**src/rtl/tfck_pkg.sv**
```systemverilog
`timescale 1ns / 1ps
`default_nettype none

package tfck_pkg;

    // default tile edge and the widest tile the command format can address
    localparam int TILE_SIZE_DEF   = 16;
    localparam int TILE_SIZE_MAX   = 32;
    localparam int MAX_AW          = $clog2(TILE_SIZE_MAX * TILE_SIZE_MAX);
    localparam int QUEUE_DEPTH     = 2;

    localparam logic [15:0] FRAME_WIDTH_RST = 16'd320;

    typedef enum logic [1:0] {
        KIND_LOAD   = 2'd0,
        KIND_RENDER = 2'd1,
        KIND_FLIP   = 2'd2
    } kind_t;

    typedef enum logic [1:0] {
        B_IDLE,
        B_MUL,
        B_ROW
    } back_state_t;

    // one command handed from front to back
    typedef struct packed {
        logic              is_render;
        logic [MAX_AW-1:0] addr;       // load: store address, render: row base address
        logic [7:0]        value;
        logic              hflip;
        logic [15:0]       ry;
        logic [15:0]       dx;
    } cmd_t;

endpackage

`default_nettype wire

```
**src/rtl/tfck_queue.sv**
```systemverilog
`timescale 1ns / 1ps
`default_nettype none

module tfck_queue (
    input  wire logic           aclk,
    input  wire logic           aresetn,
    input  wire logic           push,
    input  wire tfck_pkg::cmd_t push_data,
    output logic                push_ready,
    input  wire logic           pop,
    output logic                pop_valid,
    output tfck_pkg::cmd_t      pop_data
);
    import tfck_pkg::*;

    localparam int PW = (QUEUE_DEPTH > 1) ? $clog2(QUEUE_DEPTH) : 1;
    localparam int CW = $clog2(QUEUE_DEPTH + 1);

    cmd_t            slots_reg [QUEUE_DEPTH];
    logic [PW-1:0]   wr_ptr_reg, wr_ptr_next;
    logic [PW-1:0]   rd_ptr_reg, rd_ptr_next;
    logic [CW-1:0]   count_reg, count_next;
    logic            do_push, do_pop;

    assign push_ready = (count_reg != CW'(QUEUE_DEPTH));
    assign pop_valid  = (count_reg != '0);
    assign pop_data   = slots_reg[rd_ptr_reg];
    assign do_push    = push && push_ready;
    assign do_pop     = pop && pop_valid;

    always_comb begin
        wr_ptr_next = wr_ptr_reg;
        rd_ptr_next = rd_ptr_reg;
        count_next  = count_reg;
        if (do_push) begin
            wr_ptr_next = (wr_ptr_reg == PW'(QUEUE_DEPTH - 1)) ? '0 : wr_ptr_reg + 1'b1;
        end
        if (do_pop) begin
            rd_ptr_next = (rd_ptr_reg == PW'(QUEUE_DEPTH - 1)) ? '0 : rd_ptr_reg + 1'b1;
        end
        if (do_push && !do_pop) begin
            count_next = count_reg + 1'b1;
        end else if (do_pop && !do_push) begin
            count_next = count_reg - 1'b1;
        end
    end

    always_ff @(posedge aclk) begin
        if (!aresetn) begin
            wr_ptr_reg <= '0;
            rd_ptr_reg <= '0;
            count_reg  <= '0;
        end else begin
            wr_ptr_reg <= wr_ptr_next;
            rd_ptr_reg <= rd_ptr_next;
            count_reg  <= count_next;
        end
    end

    always_ff @(posedge aclk) begin
        if (do_push) begin
            slots_reg[wr_ptr_reg] <= push_data;
        end
    end

endmodule

`default_nettype wire

```
**src/rtl/tfck_front.sv**
```systemverilog
`timescale 1ns / 1ps
`default_nettype none

module tfck_front #(
    parameter int TILE_SIZE = tfck_pkg::TILE_SIZE_DEF
) (
    input  wire logic        aclk,
    input  wire logic        aresetn,
    input  wire logic        in_valid,
    output logic             in_ready,
    input  wire logic [1:0]  kind,
    input  wire logic [7:0]  pixel_index,
    input  wire logic [7:0]  pixel_value,
    input  wire logic [3:0]  tile_row,
    input  wire logic [15:0] dest_x,
    input  wire logic [15:0] dest_y,
    input  wire logic [1:0]  flip_mode,
    output logic             push,
    output tfck_pkg::cmd_t   push_data,
    input  wire logic        push_ready
);
    import tfck_pkg::*;

    localparam int CW    = $clog2(TILE_SIZE);
    localparam int AW    = $clog2(TILE_SIZE * TILE_SIZE);
    localparam int RECIP = 65536 / TILE_SIZE + 1;

    // the stored tile is never moved: a flip only toggles how logical
    // coordinates map onto the store
    logic          mh_reg, mh_next;
    logic          mv_reg, mv_next;
    logic          accept;
    logic          pix_ok, row_ok;
    logic [24:0]   quot_prod;
    logic [CW-1:0] ld_row, ld_col, ld_prow, ld_pcol;
    logic [7:0]    ld_rem;
    logic [AW-1:0] ld_addr;
    logic [CW-1:0] rd_row, rd_prow;
    logic [AW-1:0] rd_base;
    logic          eff_v;

    assign in_ready = push_ready;
    assign accept   = in_valid && push_ready;
    assign pix_ok   = (int'(pixel_index) < TILE_SIZE * TILE_SIZE);
    assign row_ok   = (int'(tile_row) < TILE_SIZE);

    // row = index / TILE_SIZE by reciprocal multiply, exact for 8-bit indexes
    assign quot_prod = 25'(pixel_index) * 25'(RECIP);
    assign ld_row    = quot_prod[16 +: CW];
    assign ld_rem    = pixel_index - 8'(int'(ld_row) * TILE_SIZE);
    assign ld_col    = ld_rem[CW-1:0];
    assign ld_prow   = mv_reg ? CW'(TILE_SIZE - 1) - ld_row : ld_row;
    assign ld_pcol   = mh_reg ? CW'(TILE_SIZE - 1) - ld_col : ld_col;
    assign ld_addr   = AW'(int'(ld_prow) * TILE_SIZE) + AW'(ld_pcol);

    assign eff_v   = flip_mode[1] ^ mv_reg;
    assign rd_row  = CW'(tile_row);
    assign rd_prow = eff_v ? CW'(TILE_SIZE - 1) - rd_row : rd_row;
    assign rd_base = AW'(int'(rd_prow) * TILE_SIZE);

    always_comb begin
        mh_next             = mh_reg;
        mv_next             = mv_reg;
        push                = 1'b0;
        push_data.is_render = 1'b0;
        push_data.addr      = MAX_AW'(ld_addr);
        push_data.value     = pixel_value;
        push_data.hflip     = flip_mode[0] ^ mh_reg;
        push_data.ry        = dest_y + 16'(tile_row);
        push_data.dx        = dest_x;
        unique case (kind)
            KIND_LOAD: begin
                push = in_valid && pix_ok;
            end
            KIND_RENDER: begin
                push                = in_valid && row_ok;
                push_data.is_render = 1'b1;
                push_data.addr      = MAX_AW'(rd_base);
            end
            KIND_FLIP: begin
                if (accept) begin
                    mh_next = mh_reg ^ flip_mode[0];
                    mv_next = mv_reg ^ flip_mode[1];
                end
            end
            default: begin
                push = 1'b0;
            end
        endcase
    end

    always_ff @(posedge aclk) begin
        if (!aresetn) begin
            mh_reg <= 1'b0;
            mv_reg <= 1'b0;
        end else begin
            mh_reg <= mh_next;
            mv_reg <= mv_next;
        end
    end

endmodule

`default_nettype wire

```
**src/rtl/tfck_back.sv**
```systemverilog
`timescale 1ns / 1ps
`default_nettype none

module tfck_back #(
    parameter int TILE_SIZE = tfck_pkg::TILE_SIZE_DEF
) (
    input  wire logic           aclk,
    input  wire logic           aresetn,
    input  wire logic           cfg_we,
    input  wire logic [15:0]    cfg_wdata,
    input  wire logic           q_valid,
    input  wire tfck_pkg::cmd_t q_data,
    output logic                q_pop,
    output logic                out_valid,
    input  wire logic           out_ready,
    output logic [31:0]         out_addr,
    output logic [7:0]          out_pixel,
    output logic                out_last
);
    import tfck_pkg::*;

    localparam int CW  = $clog2(TILE_SIZE);
    localparam int CNT = $clog2(TILE_SIZE + 1);
    localparam int AW  = $clog2(TILE_SIZE * TILE_SIZE);
    localparam int NPX = TILE_SIZE * TILE_SIZE;

    back_state_t   state_reg, state_next;
    cmd_t          cmd_reg;
    logic [15:0]   frame_width_reg;
    logic [31:0]   base_reg;
    logic [CNT-1:0] col_reg;
    logic          rd_valid_reg;
    logic [CW-1:0] rd_col_reg;
    logic [7:0]    rd_data_reg;
    logic          hold_valid_reg;
    logic [31:0]   hold_addr_reg;
    logic [7:0]    hold_pix_reg;
    logic          out_valid_reg;
    logic [31:0]   out_addr_reg;
    logic [7:0]    out_pix_reg;
    logic          out_last_reg;
    logic [7:0]    tile_mem [NPX];

    logic          mem_we;
    logic          issuing;
    logic          out_free;
    logic          px_nz;
    logic          stage_adv;
    logic          rd_en;
    logic          hold_to_out;
    logic          flush;
    logic          row_done;
    logic [CW-1:0] rd_pcol;
    logic [AW-1:0] rd_addr;
    logic [15:0]   rx;

    assign out_valid = out_valid_reg;
    assign out_addr  = out_addr_reg;
    assign out_pixel = out_pix_reg;
    assign out_last  = out_last_reg;

    assign rd_pcol = cmd_reg.hflip ? CW'(TILE_SIZE - 1) - col_reg[CW-1:0] : col_reg[CW-1:0];
    assign rd_addr = cmd_reg.addr[AW-1:0] + AW'(rd_pcol);
    assign rx      = cmd_reg.dx + 16'(rd_col_reg);

    always_comb begin
        state_next = state_reg;
        unique case (state_reg)
            B_IDLE: begin
                if (q_valid && q_data.is_render) begin
                    state_next = B_MUL;
                end
            end
            B_MUL: begin
                state_next = B_ROW;
            end
            B_ROW: begin
                if (row_done) begin
                    state_next = B_IDLE;
                end
            end
            default: begin
                state_next = B_IDLE;
            end
        endcase
    end

    // a nonzero pixel waits in the hold stage until the next one turns up or
    // the row ends, which is when its last flag is known
    always_comb begin
        q_pop       = (state_reg == B_IDLE) && q_valid;
        mem_we      = q_pop && !q_data.is_render;
        issuing     = (state_reg == B_ROW) && (col_reg < CNT'(TILE_SIZE));
        out_free    = !out_valid_reg || out_ready;
        px_nz       = (rd_data_reg != 8'd0);
        stage_adv   = !rd_valid_reg || !px_nz || !hold_valid_reg || out_free;
        rd_en       = issuing && stage_adv;
        hold_to_out = rd_valid_reg && px_nz && hold_valid_reg && out_free;
        row_done    = (state_reg == B_ROW) && !issuing && !rd_valid_reg
                      && (!hold_valid_reg || out_free);
        flush       = row_done && hold_valid_reg;
    end

    always_ff @(posedge aclk) begin
        if (!aresetn) begin
            state_reg       <= B_IDLE;
            frame_width_reg <= FRAME_WIDTH_RST;
            rd_valid_reg    <= 1'b0;
            hold_valid_reg  <= 1'b0;
            out_valid_reg   <= 1'b0;
        end else begin
            state_reg <= state_next;
            if (cfg_we) begin
                frame_width_reg <= cfg_wdata;
            end
            if (stage_adv) begin
                rd_valid_reg <= rd_en;
            end
            if (rd_valid_reg && px_nz && stage_adv) begin
                hold_valid_reg <= 1'b1;
            end else if (flush) begin
                hold_valid_reg <= 1'b0;
            end
            if (hold_to_out || flush) begin
                out_valid_reg <= 1'b1;
            end else if (out_ready) begin
                out_valid_reg <= 1'b0;
            end
        end
    end

    always_ff @(posedge aclk) begin
        if (q_pop && q_data.is_render) begin
            cmd_reg <= q_data;
        end
        if (state_reg == B_MUL) begin
            base_reg <= 32'(cmd_reg.ry) * 32'(frame_width_reg);
            col_reg  <= '0;
        end else if (rd_en) begin
            col_reg <= col_reg + 1'b1;
        end
        if (rd_en) begin
            rd_col_reg <= col_reg[CW-1:0];
        end
        if (rd_valid_reg && px_nz && stage_adv) begin
            hold_addr_reg <= base_reg + 32'(rx);
            hold_pix_reg  <= rd_data_reg;
        end
        if (hold_to_out || flush) begin
            out_addr_reg <= hold_addr_reg;
            out_pix_reg  <= hold_pix_reg;
            out_last_reg <= flush;
        end
    end

    always_ff @(posedge aclk) begin
        if (mem_we) begin
            tile_mem[q_data.addr[AW-1:0]] <= q_data.value;
        end
        if (rd_en) begin
            rd_data_reg <= tile_mem[rd_addr];
        end
    end

endmodule

`default_nettype wire

```
**src/rtl/tile_flip_color_key_blit.sv**
```systemverilog
// tile blitter: one TILE_SIZE x TILE_SIZE tile of 8-bit palette pixels,
// rendered a row at a time into frame buffer writes with a color key of zero.
// input channel s_*: kind in tuser (0 load pixel, 1 render row, 2 flip tile).
// a load stores one pixel, a flip mirrors the logical tile, a render emits one
// item on m_* per nonzero pixel of the row, left to right, tlast on the final
// one; a row of only zero pixels gives nothing.
// cfg_we/cfg_wdata write the frame width (row stride); change it only while
// the block is idle.
// accepted items pass through a two-entry command queue. flips and dropped
// items finish at the input; loads are written to the tile store by the back
// end. a render occupies the back end for the queue pop, the row base
// multiply, one tile store read per column and the drain of the read and
// hold stages, plus any output stall. the first write leaves once the next
// nonzero pixel or the row end is seen.
// if m_tready is low the back end stops reading the tile store and the queue
// fills, after which s_tready drops.
// reset clears control state and sets the frame width to 320; tile contents
// are undefined until loaded and no reset sweep is run.
`timescale 1ns / 1ps
`default_nettype none

module tile_flip_color_key_blit #(
    parameter int TILE_SIZE = tfck_pkg::TILE_SIZE_DEF
) (
    input  wire logic        aclk,
    input  wire logic        aresetn,
    input  wire logic        cfg_we,
    input  wire logic [15:0] cfg_wdata,
    input  wire logic        s_tvalid,
    output logic             s_tready,
    // pixel_index, pixel_value, tile_row, dest_x, dest_y, flip_mode, zero pad
    input  wire logic [55:0] s_tdata,
    // kind
    input  wire logic [1:0]  s_tuser,
    output logic             m_tvalid,
    input  wire logic        m_tready,
    // write_address, write_pixel
    output logic [39:0]      m_tdata,
    output logic             m_tlast
);
    import tfck_pkg::*;

    logic        q_push, q_push_ready, q_pop, q_valid;
    cmd_t        q_push_data, q_pop_data;
    logic [31:0] out_addr;
    logic [7:0]  out_pixel;

    tfck_front #(
        .TILE_SIZE (TILE_SIZE)
    ) u_front (
        .aclk        (aclk),
        .aresetn     (aresetn),
        .in_valid    (s_tvalid),
        .in_ready    (s_tready),
        .kind        (s_tuser),
        .pixel_index (s_tdata[7:0]),
        .pixel_value (s_tdata[15:8]),
        .tile_row    (s_tdata[19:16]),
        .dest_x      (s_tdata[35:20]),
        .dest_y      (s_tdata[51:36]),
        .flip_mode   (s_tdata[53:52]),
        .push        (q_push),
        .push_data   (q_push_data),
        .push_ready  (q_push_ready)
    );

    tfck_queue u_queue (
        .aclk       (aclk),
        .aresetn    (aresetn),
        .push       (q_push),
        .push_data  (q_push_data),
        .push_ready (q_push_ready),
        .pop        (q_pop),
        .pop_valid  (q_valid),
        .pop_data   (q_pop_data)
    );

    tfck_back #(
        .TILE_SIZE (TILE_SIZE)
    ) u_back (
        .aclk      (aclk),
        .aresetn   (aresetn),
        .cfg_we    (cfg_we),
        .cfg_wdata (cfg_wdata),
        .q_valid   (q_valid),
        .q_data    (q_pop_data),
        .q_pop     (q_pop),
        .out_valid (m_tvalid),
        .out_ready (m_tready),
        .out_addr  (out_addr),
        .out_pixel (out_pixel),
        .out_last  (m_tlast)
    );

    assign m_tdata = {out_pixel, out_addr};

endmodule

`default_nettype wire

```
**config.mk**
```make
export PLATFORM = sky130hd
export DESIGN_NAME = tile_flip_color_key_blit
export DESIGN_NICKNAME = d
export VERILOG_FILES = /design/src/rtl/tfck_pkg.sv /design/src/rtl/tfck_queue.sv /design/src/rtl/tfck_front.sv /design/src/rtl/tfck_back.sv /design/src/rtl/tile_flip_color_key_blit.sv
export SDC_FILE = /design/constraint.sdc
export NUM_CORES = 2
export LEC_CHECK = 0
export BUFFER_PORTS_ARGS = -buffer_cell sky130_fd_sc_hd__buf_2
export CORE_MARGIN = 2
export CORE_UTILIZATION = 60
export DETAILED_ROUTE_END_ITERATION = 8
export GPL_TIMING_DRIVEN = 0
export PLACE_DENSITY = 0.76
export SYNTH_ARGS = -nofsm -noshare
export SYNTH_HDL_FRONTEND = slang
export SYNTH_HIERARCHICAL = 1
export SYNTH_SLANG_ARGS = --single-unit
```
**constraint.sdc**
```tcl
create_clock -name aclk -period 12.1 [get_ports aclk]
set_clock_uncertainty 0.05 [all_clocks]
set_input_delay 0 -clock aclk [delete_from_list [all_inputs] [get_ports aclk]]
set_output_delay 0 -clock aclk [all_outputs]
set_load 0.01 [all_outputs]
```
==> summary.txt <==
Run status
  – Status: finished, violations left
  – Failing checks: max-capacitance violations, max-slew violations

Timing
  – Final period util: 0.625
  – Fin crit period: 7.56 ns
  – Setup_tns: 0 ns
  – RSZ-0062 raised after global routing: false
  – Fmax: 132 MHz
  – Final hold viol count: 0
  – Slew Limit Fails: 71
  – Slew @ Worst Pin: 1.58 ns
  – Rel. slew slack: -0.0553
  – Setup violations, final: 0

GRT
  – Tot GR Track Use: 0.354
  – Global-route wire length before repair: 418000 microns
  – Total grt overflow: 0
  – Largest net degree at the start of global routing: 165
  – Initial antenna violation count: 17
  – Vias in the first global route: 56800

Finish
  – Finished Layout Cells: 8332
  – Nets: 6340
  – Share of post-route cells with drive strength above 1: 0.198
  – Max FFs per register: 2048
  – Layout Utilization: 0.680
  – Area Overhead vs Synth: 12.8%
  – Final instance area: 114000 sq um

Yosys
  – Synth Warn #: 6
  – Average size of a mapped cell: 18.5 sq um
  – Post-Synthesis Cells: 5430
  – Syn Std Cell Area: 101000 sq um
  – Syn Nets: 5841

Drt
  – Routed Wire Length: 299000 microns
  – Routed length on met3: 44600 microns
  – Post-DRT Antenna Nets: 0
  – Met2 WL: 134000 microns
  – Metal-1 WL: 103000 microns
  – DRC: 0
  – Initial DRC count: 9566
  – Post-DR wirelength/cell: 35.9 microns
  – Drt via density: 6.96
  – Uppermost layer routed: met5
  – Pre-antenna DRT Iters: 9
  – Routed via count: 58000

Placed design
  – DP Area: 104000 sq um
  – Routability cong.: 0.999
  – Post-DP HPWL: 197000 microns
  – Cells after DPL: 7743
  – PortBufs: 93

Worst setup path
  – R2r startpoint: u_back/cmd_reg[25]
  – Crit path max fanout: 10
  – Critical Path RT: 12.65 ns
  – WS Path Type: reg -> reg
  – Crit path arrival time: 8.11 ns
  – Worst Setup End Kind: flop
  – Reg2reg path depth: 21
  – Reg-to-reg endpoint: u_back/base_reg[30]
  – CP Launch Type: flop
  – R2R Setup Slk: 4.54 ns

Worst hold path
  – Worst Min Path Start: s_tdata[41]
  – Hold Path Cell Cnt: 3
  – Worst Hold Endpoint: u_queue/slots_reg[1][21]
  – Worst Hold Class: in -> reg

Floorplanning
  – Starting Density: 0.603
  – Row count: 150
  – Core Area: 167000 sq um
  – DIE WIDTH: 414 microns
  – IO Pins: 122
  – Die Footprint: 171000 sq um
  – Die Height: 414 microns

CTS
  – Root Buffer: clkbuf_16
  – CTS max path bufs: 3
  – Clk sinks: 2347
  – Post-CTS Resized: 0
  – CTS buffer count: 224
  – Post-CTS Hold Fix Bufs: 164
  – Register clock-pin slew on the reported worst setup and hold paths: 0.06 ns
  – Setup Fix Bufs, Post-CTS: 0
  – CTS tree: yes
  – Htree depth: 4
  – Worst-Skew Late Latency: 0.92 ns

Run
  – Max cap viols: 7
worst max-delay path by stage:
| stage | end | cells after the start | startpoint | slack, ns |
|---|---|---|---|---|
| after detailed placement | u_back/base_reg[30] | 21 | u_back/cmd_reg[25] | 4.73 |
| after global routing | u_back/base_reg[30] | 23 | u_back/frame_width_reg[7] | 4.23 |
| after global placement | u_back/base_reg[30] | 23 | u_back/frame_width_reg[7] | 4.81 |
| after floorplan | u_back/base_reg[30] | 23 | u_back/frame_width_reg[9] | 5.92 |
| final | u_back/base_reg[30] | 21 | u_back/cmd_reg[25] | 4.54 |
| after CTS | u_back/base_reg[30] | 21 | u_back/cmd_reg[25] | 4.69 |
cell type report:
type                            instances  area [sq um]
Clock buffer                          278          5870
Buffer                                316          1600
Timing Repair Buffer                  273          2490
Tap cell                             2204          2760
Inverter                              240           901
Clock inverter                        139          1560
Fill cell                           10300         53300
Antenna cell                            8          20.0
Multi-Input combinational cell       2527         28200
Sequential cell                      2347         70100
per-layer routing:
metal  vias to the layer above  track usage
met5                         -            0
met4                        14        0.166
met3                       926        0.127
met2                      4887        0.525
met1                     29900        0.475
li1                      22300            -
critical path, cell delays in order, from the launching register on:
cell and delay (ns):
edfxtp_1 0.56, clkbuf_1 0.65, nand2_1 0.17, fa_1 0.57, inv_1 0.06, fa_1 0.48
fa_1 0.59, fa_1 0.48, fa_1 0.52, inv_1 0.06, fa_1 0.51, inv_1 0.06
ha_1 0.26, clkbuf_1 0.31, nand4_1 0.24, nor3_1 0.29, nand3_1 0.17, nand2_1 0.24
a211oi_2 0.15, o21ai_0 0.50, a311oi_1 0.21, xnor2_1 0.16
placed cells by master (no fill, tap or decap), types with 22 or more instances in the layout:
master         count
a2111oi_0         42
a211o_1           25
a211oi_1          31
a21oi_1           73
a221oi_1          22
a311oi_1          34
and2_1           176
and3_1            35
buf_2            155
buf_4             60
clkbuf_1         206
clkbuf_16        226
clkinv_1          50
clkinv_2          42
dfxtp_1           33
dlygate4sd3_1    164
edfxtp_1        2314
fa_1             198
ha_1             134
inv_1            239
mux2_2            44
mux2i_1           44
mux4_2           559
nand2_1          297
nand3_1           53
nand4_1           39
nor2_1           327
nor2b_1           25
o21ai_0           53
xnor2_1           63
xor2_1            42
through the flow:
stage          setup WS [ns]  hold WS (ns)
2_1_floorplan           5.92        0.0717
3_3_place_gp            4.81         0.135
3_5_place_dp            4.73         0.138
4_1_cts                 4.69      0.000139
5_1_grt                 4.23        0.0568
6_report                4.54        0.0782
Power is left out: the tool's default activity adds up to more than one toggle a clock period on the data nets, which glitch-free logic cannot reach.
